[config.mk]
export PLATFORM = sky130hd
export DESIGN_NAME = ci_slot_insertion_qualifier
export DESIGN_NICKNAME = d
export VERILOG_FILES = /design/src/rtl/cisq_pkg.sv /design/src/rtl/cisq_slot_update.sv /design/src/rtl/ci_slot_insertion_qualifier.sv
export SDC_FILE = /design/constraint.sdc
export NUM_CORES = 1
export LEC_CHECK = 0
export BUFFER_PORTS_ARGS = -buffer_cell sky130_fd_sc_hd__buf_4
export CAP_MARGIN = 20
export CORE_ASPECT_RATIO = 1.25
export CORE_MARGIN = 1
export CORE_UTILIZATION = 49
export CTS_BUF_LIST = sky130_fd_sc_hd__clkbuf_2
export DETAILED_ROUTE_END_ITERATION = 10
export MAX_ROUTING_LAYER = met4
export PLACE_DENSITY = 0.65
export SLEW_MARGIN = 20
export SYNTH_ARGS = -nofsm -noshare
export SYNTH_HDL_FRONTEND = slang
export SYNTH_HIERARCHICAL = 1
export SYNTH_SLANG_ARGS = --single-unit
[constraint.sdc]
create_clock -name clk -period 3.95 [get_ports clk]
set_input_delay 0.395 -clock clk [delete_from_list [all_inputs] [get_ports clk]]
set_output_delay 0.395 -clock clk [all_outputs]
set_load 0.01 [all_outputs]
[src/rtl/cisq_pkg.sv]
package cisq_pkg;

    // per-slot phase, one-hot
    typedef enum logic [2:0] {
        PHASE_IDLE  = 3'b001,
        PHASE_CHECK = 3'b010,
        PHASE_READY = 3'b100
    } phase_t;

    typedef struct packed {
        phase_t      phase;
        logic [31:0] deadline;
        logic        armed;
    } slot_state_t;

    // request operation codes
    localparam logic OP_POLL  = 1'b0;
    localparam logic OP_RESET = 1'b1;

    localparam logic [7:0]  CIS_TUPLE_MARK     = 8'h1d;
    localparam logic [15:0] SETTLE_RESET       = 16'd50;
    localparam int          SLOT_COUNT_DEFAULT = 2;

    localparam slot_state_t SLOT_CLEARED = '{
        phase:    PHASE_IDLE,
        deadline: 32'd0,
        armed:    1'b0
    };

endpackage

[src/rtl/cisq_slot_update.sv]
module cisq_slot_update
    import cisq_pkg::*;
(
    input  slot_state_t  cur_state,
    input  logic         in_range,
    input  logic         operation,
    input  logic         card_detect,
    input  logic [7:0]   cis_byte,
    input  logic [31:0]  now_ticks,
    input  logic [15:0]  settle_ticks,
    output slot_state_t  nxt_state,
    output logic         card_present,
    output logic         card_ready
);

    logic [31:0] arm_deadline;
    logic [31:0] deadline_diff;
    logic        deadline_passed;
    phase_t      ph;
    logic [31:0] dl;
    logic        arm;

    assign arm_deadline    = now_ticks + {16'd0, settle_ticks};
    assign deadline_diff   = cur_state.deadline - now_ticks;
    // wrap-safe: now strictly after deadline
    assign deadline_passed = deadline_diff[31];

    always_comb
    begin
        nxt_state    = cur_state;
        card_present = 1'b0;
        card_ready   = 1'b0;
        ph           = cur_state.phase;
        dl           = cur_state.deadline;
        arm          = cur_state.armed;
        if (in_range)
        begin
            if (operation == OP_RESET)
            begin
                if (card_detect)
                begin
                    nxt_state = SLOT_CLEARED;
                end
            end
            else if (!card_detect)
            begin
                nxt_state = SLOT_CLEARED;
            end
            else
            begin
                if (ph == PHASE_IDLE)
                begin
                    if (!arm)
                    begin
                        dl  = arm_deadline;
                        arm = 1'b1;
                    end
                    else if (deadline_passed)
                    begin
                        ph = PHASE_CHECK;
                    end
                end
                // check resolves within the same poll
                if (ph == PHASE_CHECK)
                begin
                    if (cis_byte == CIS_TUPLE_MARK)
                    begin
                        ph = PHASE_READY;
                    end
                    else
                    begin
                        ph  = PHASE_IDLE;
                        dl  = 32'd0;
                        arm = 1'b0;
                    end
                end
                nxt_state    = '{phase: ph, deadline: dl, armed: arm};
                card_present = 1'b1;
                card_ready   = (ph == PHASE_READY);
            end
        end
    end

endmodule

[src/rtl/ci_slot_insertion_qualifier.sv]
// Card slot insertion qualifier.
//
// Input channel (in_valid/in_ready): one request per poll or slot reset,
// carrying operation, slot, card_detect, cis_byte and now_ticks.
// Output channel (out_valid/out_ready): exactly one result per request,
// card_present and card_ready, in request order.
// Config channel (cfg_valid/cfg_ready/cfg_data): writes settle_ticks;
// cfg_ready is always high. Write it only while no request is in flight.
//
// When the output is free, a request accepted into the input register
// passes through the per-slot update into the result register, which
// raises out_valid. Throughput: one request per cycle while the receiver
// does not stall; the per-slot state update is one pass through a 32-bit
// add/subtract and a compare, so back-to-back requests to the same slot
// see each other's effects.
// Reset: all slots go idle and disarmed, settle_ticks returns to 50,
// no result is pending. When the receiver stalls, the result register
// holds, one more request may wait in the input register, then in_ready
// drops until out_ready returns.
module ci_slot_insertion_qualifier
    import cisq_pkg::*;
#(
    parameter int SLOT_COUNT = SLOT_COUNT_DEFAULT
)
(
    input  logic        clk,
    input  logic        rst_n,
    input  logic        cfg_valid,
    output logic        cfg_ready,
    input  logic [15:0] cfg_data,
    input  logic        in_valid,
    output logic        in_ready,
    input  logic        operation,
    input  logic        slot,
    input  logic        card_detect,
    input  logic [7:0]  cis_byte,
    input  logic [31:0] now_ticks,
    output logic        out_valid,
    input  logic        out_ready,
    output logic        card_present,
    output logic        card_ready
);

    localparam int SLOT_IDX_W = (SLOT_COUNT > 1) ? $clog2(SLOT_COUNT) : 1;

    logic [15:0] settle_ticks_reg;

    // input register
    logic        s1_valid_reg;
    logic        s1_operation_reg;
    logic        s1_slot_reg;
    logic        s1_card_detect_reg;
    logic [7:0]  s1_cis_byte_reg;
    logic [31:0] s1_now_ticks_reg;

    // result register
    logic        out_valid_reg;
    logic        card_present_reg;
    logic        card_ready_reg;

    slot_state_t slot_state_reg [SLOT_COUNT];

    logic                  advance;
    logic                  in_range;
    logic [SLOT_IDX_W-1:0] slot_idx;
    slot_state_t           cur_state;
    slot_state_t           nxt_state;
    logic                  res_present;
    logic                  res_ready;

    assign cfg_ready = 1'b1;
    assign advance   = s1_valid_reg && (!out_valid_reg || out_ready);
    assign in_ready  = !s1_valid_reg || advance;

    // slot field may exceed the number of slots built
    assign in_range  = (32'(s1_slot_reg) < SLOT_COUNT);
    assign slot_idx  = in_range ? SLOT_IDX_W'(s1_slot_reg) : '0;
    assign cur_state = slot_state_reg[slot_idx];

    cisq_slot_update u_update (
        .cur_state    (cur_state),
        .in_range     (in_range),
        .operation    (s1_operation_reg),
        .card_detect  (s1_card_detect_reg),
        .cis_byte     (s1_cis_byte_reg),
        .now_ticks    (s1_now_ticks_reg),
        .settle_ticks (settle_ticks_reg),
        .nxt_state    (nxt_state),
        .card_present (res_present),
        .card_ready   (res_ready)
    );

    always_ff @(posedge clk or negedge rst_n)
    begin
        if (!rst_n)
        begin
            settle_ticks_reg <= SETTLE_RESET;
        end
        else if (cfg_valid)
        begin
            settle_ticks_reg <= cfg_data;
        end
    end

    always_ff @(posedge clk or negedge rst_n)
    begin
        if (!rst_n)
        begin
            s1_valid_reg <= 1'b0;
        end
        else if (in_ready)
        begin
            s1_valid_reg <= in_valid;
        end
    end

    always_ff @(posedge clk)
    begin
        if (in_valid && in_ready)
        begin
            s1_operation_reg   <= operation;
            s1_slot_reg        <= slot;
            s1_card_detect_reg <= card_detect;
            s1_cis_byte_reg    <= cis_byte;
            s1_now_ticks_reg   <= now_ticks;
        end
    end

    // per-slot state, written when the request in the input register retires
    always_ff @(posedge clk or negedge rst_n)
    begin
        if (!rst_n)
        begin
            for (int i = 0; i < SLOT_COUNT; i++)
            begin
                slot_state_reg[i] <= SLOT_CLEARED;
            end
        end
        else if (advance && in_range)
        begin
            for (int i = 0; i < SLOT_COUNT; i++)
            begin
                if (slot_idx == SLOT_IDX_W'(i))
                begin
                    slot_state_reg[i] <= nxt_state;
                end
            end
        end
    end

    always_ff @(posedge clk or negedge rst_n)
    begin
        if (!rst_n)
        begin
            out_valid_reg <= 1'b0;
        end
        else if (advance)
        begin
            out_valid_reg <= 1'b1;
        end
        else if (out_ready)
        begin
            out_valid_reg <= 1'b0;
        end
    end

    always_ff @(posedge clk)
    begin
        if (advance)
        begin
            card_present_reg <= res_present;
            card_ready_reg   <= res_ready;
        end
    end

    assign out_valid    = out_valid_reg;
    assign card_present = card_present_reg;
    assign card_ready   = card_ready_reg;

endmodule

==> impl_metrics.py <==
metrics = {
    "synthesis": {
        "synth.distinct_cells": 75,
        "synth_top_area_frac": 0.2635,
        "ys_seq_area_frac": 0.4471,
        "synth_edf_count": 45,
        "yosys.area_share.simple": 0.09392,
        "ys_top_cells_by_count": "89 x mux2_2, 85 x dfrtp_1, 62 x nand2_1, 46 x ha_1, 45 x edfxtp_1",
        "yosys-top-cells-area": "dfrtp_1 26%, edfxtp_1 17%, mux2_2 12%",
        "synth-async-reset-ratio": 0.6667,
        "muxShareOfSynthArea": 0.1869,
        "syn_area_per_cell_sq_um": 11.73,
        "synth_top_family_by_area": "multiplexers",
        "synth-compound-area-share": 0.1321,
        "synthAdderAreaFrac": 0.07378,
        "yosysTopAreaCell": "dfrtp_1",
        "netlist_instances": 688,
        "ys.flop_type": "dfrtp_1",
        "synth.most_common_cell": "mux2_2",
        "synthXorXnorAreaFrac": 0.02278,
        "syn_area_sq_um": 8073,
        "ys_ff_latch": 135,
        "ys_warn_count": 6,
    },
    "clocking": {
        "cts_resized": 0,
        "numCtsBuffers": 17,
        "clk_pin_slew_ps": 210,
        "cts_root_buf": "clkbuf_2",
        "post-cts-setup-buffers": 0,
        "insertion_delay_ps": 720,
        "h-tree-depth": 4,
        "cts_hold_buffers": 62,
        "cts_num_sinks": 135,
        "cts_tree": "built",
        "cts_buffer_depth": 2,
    },
    "cells_and_area": {
        "drive_gt1_frac": 0.3090,
        "fillers": 1378,
        "largest_register_ffs": 72,
        "post-route-util": 0.5927,
        "nets": 933,
        "stdcell_area_sq_um": 9563,
        "area_growth_pct": 18.46,
    },
    "placed_design": {
        "dpl.hpwl_um": 11990,
        "post-place-ws_ps": 428.5,
        "numPortBuffers": 67,
        "post_dp_cell_area_sq_um": 8737,
        "place_congestion": 0.8976,
    },
    "global_routing": {
        "use_met2": 0.3994,
        "grt-busiest-layer": "met2",
        "grt_util_met1": 0.2779,
        "use_met3": 0.03290,
        "grt_max_degree": 62,
        "grt_usage": 0.2366,
        "overflow": 0,
        "grt_first_pass_wirelength_um": 30130,
        "grt_pass1_vias": 6195,
        "antenna_found_initial": 1,
    },
    "pwr": {
        "powerDensity_nw_per_um2": 437.9,
        "p_int_w": 0.002735,
        "pwr-share-seq": 0.451,
        "p_clk_frac": 0.177,
        "netSwitchingFraction": 0.3469,
        "leakage_nw": 4.274,
        "ir_worst_vdd_uv": 208.1,
        "power_frac_comb": 0.372,
        "netSwitchingPower_w": 0.001452,
    },
    "sta": {
        "whs_ps": 113.4,
        "fmax_mhz": 281.5,
        "rsz0062_at_grt": "no",
        "skew_ps": 28.75,
        "worstMarginPinSlew_ps": 837.4,
        "finalSetupViolCount": 0,
        "period_needed_ps": 3553,
        "setup_tns_ps": 0,
        "finalCritPeriodShare": 0.8994,
        "slew_headroom": 0.4404,
        "setup_ws_ps": 397.5,
        "final-max-slew-violation-count": 0,
        "final_hold_viol_count": 0,
    },
    "setup_path": {
        "critPathMaxFanout": 38,
        "crit_top_cell": "mux2_2",
        "crit_required_ps": 4570,
        "cpPeakStageDelay_ps": 570,
        "path_class": "flip-flop to flip-flop",
        "critPathCaptureType": "flip-flop",
        "path_cells": "buf_12 -> mux2_2 -> ha_1 -> a21oi_1 -> o21ai_0 -> a22oi_1 -> o211ai_1 -> a22o_2 -> nor4_4 -> o22ai_1 -> mux2_2",
        "crit_buf_inv": 1,
        "startpoint_type": "flip-flop",
        "critPathArrivalTime_ps": 4170,
        "cpLargestDelayFamily": "compound AO/OA/AOI/OAI gates",
        "slowest_stage": "nor4_4",
    },
    "detailed_routing": {
        "drcViolationCount": 0,
        "routedWlPerCell_um": 17.26,
        "wirelength_um": 18160,
        "drt_iter0_drc": 308,
        "vias": 5957,
        "drt-pass1-iter-count": 5,
        "via_per_inst": 5.663,
        "drtAntennaViolNets": 0,
    },
    "die": {
        "std_cell_rows": 52,
        "die_h_um": 145.5,
        "core_area_sq_um": 16140,
        "start_util": 0.5003,
        "dieArea_sq_um": 17000,
        "top_level_ports": 69,
        "die_w_um": 116.8,
    },
    "hold_path": {
        "hold_path_class": "primary input to flip-flop",
    },
    "status": {
        "status": "finished, final reports clean",
    },
    "flow_run": {
        "drv_cap": 0,
    },
}
[placed cells by master (no fill, tap or decap), drive strengths merged, types with 4 or more instances in the layout]
master / instances
inv: 37
conb: 4
or2: 5
buf: 76
nand2: 63
mux2: 124
a211oi: 11
nor2: 17
a21boi: 5
o22ai: 8
ha: 46
a311oi: 4
edfxtp: 45
and2: 5
dfrtp: 85
and4: 6
o21ai: 43
xor2: 4
a221oi: 4
a21o: 6
dlygate4sd3: 62
dfstp: 5
clkinv: 11
clkbuf: 18
a21oi: 32
and3: 11
nand4: 4
nand3: 8
nor4: 4
a22oi: 17
xnor2: 17
[power groups by stage]
stage	logic, W	registers (W)	clock network [W]
final	0.00156	0.00189	0.000741
after CTS	0.00155	0.00189	0.000776
after global routing	0.00172	0.00193	0.000837
after floorplan	0.00114	0.00187	0
after detailed placement	0.00149	0.00191	0
after global placement	0.00144	0.00190	0
[cells by family (layout without fill, tap and decap cells)]
group / Yosys count / count (layout)
AOI/OAI and AO/OA: 156 / 156
xor gates and xnor gates: 21 / 21
adders and majority gates: 47 / 47
buffers and inverters: 63 / 207
DFF: 135 / 135
muxes: 124 / 124
other: 1 / 5
and+or+nand+nor: 141 / 141
[final cells by class]
cell class / instances / area, sq um / share of cell area
multi-input cells: 493 / 4136 / 0.4326
clock buffers: 18 / 90.09 / 0.009420
repair buffers: 138 / 1204 / 0.1259
diodes: 1 / 2.502 / 0.0002617
inverters: 37 / 138.9 / 0.01452
flip-flops and latches: 135 / 3610 / 0.3775
well taps: 216 / 270.3 / 0.02826
clock inverters: 14 / 111.4 / 0.01164
[layer usage]
metal | part of all wire | vias to the layer above
met3 | 0.041 | 37
li1 | - | 2810
met4 | 0.021 | 0
met1 | 0.41 | 2930
met2 | 0.52 | 180
met5 | 0 | -
[worst paths after layout]
check	from	end	slack, ps	cells after the start
max in group asynchronous	rst_n	slot_state_reg[8]$_DFFE_PN0P_	2740	3
worst min-delay path	cfg_valid	settle_ticks_reg[0]$_DFFE_PN0P_	110	2
worst min register to register	slot_state_reg[6]$_DFFE_PN0P_	slot_state_reg[6]$_DFFE_PN0P_	520	1
worst max-delay path	s1_slot_reg$_DFFE_PP_	slot_state_reg[16]$_DFFE_PN0P_	400	11
worst max register to register	s1_slot_reg$_DFFE_PP_	slot_state_reg[16]$_DFFE_PN0P_	400	11
min in group asynchronous	rst_n	slot_state_reg[32]$_DFFE_PN0P_	280	2
[through the flow]
step	instances	total power, W
2_1_floorplan	691	0.003010
3_3_place_gp	957	0.003342
3_5_place_dp	957	0.003408
4_1_cts	1051	0.004215
5_1_grt	1052	0.004482
6_report	1052	0.004187
No activity file was read; power rests on OpenSTA's default activity.
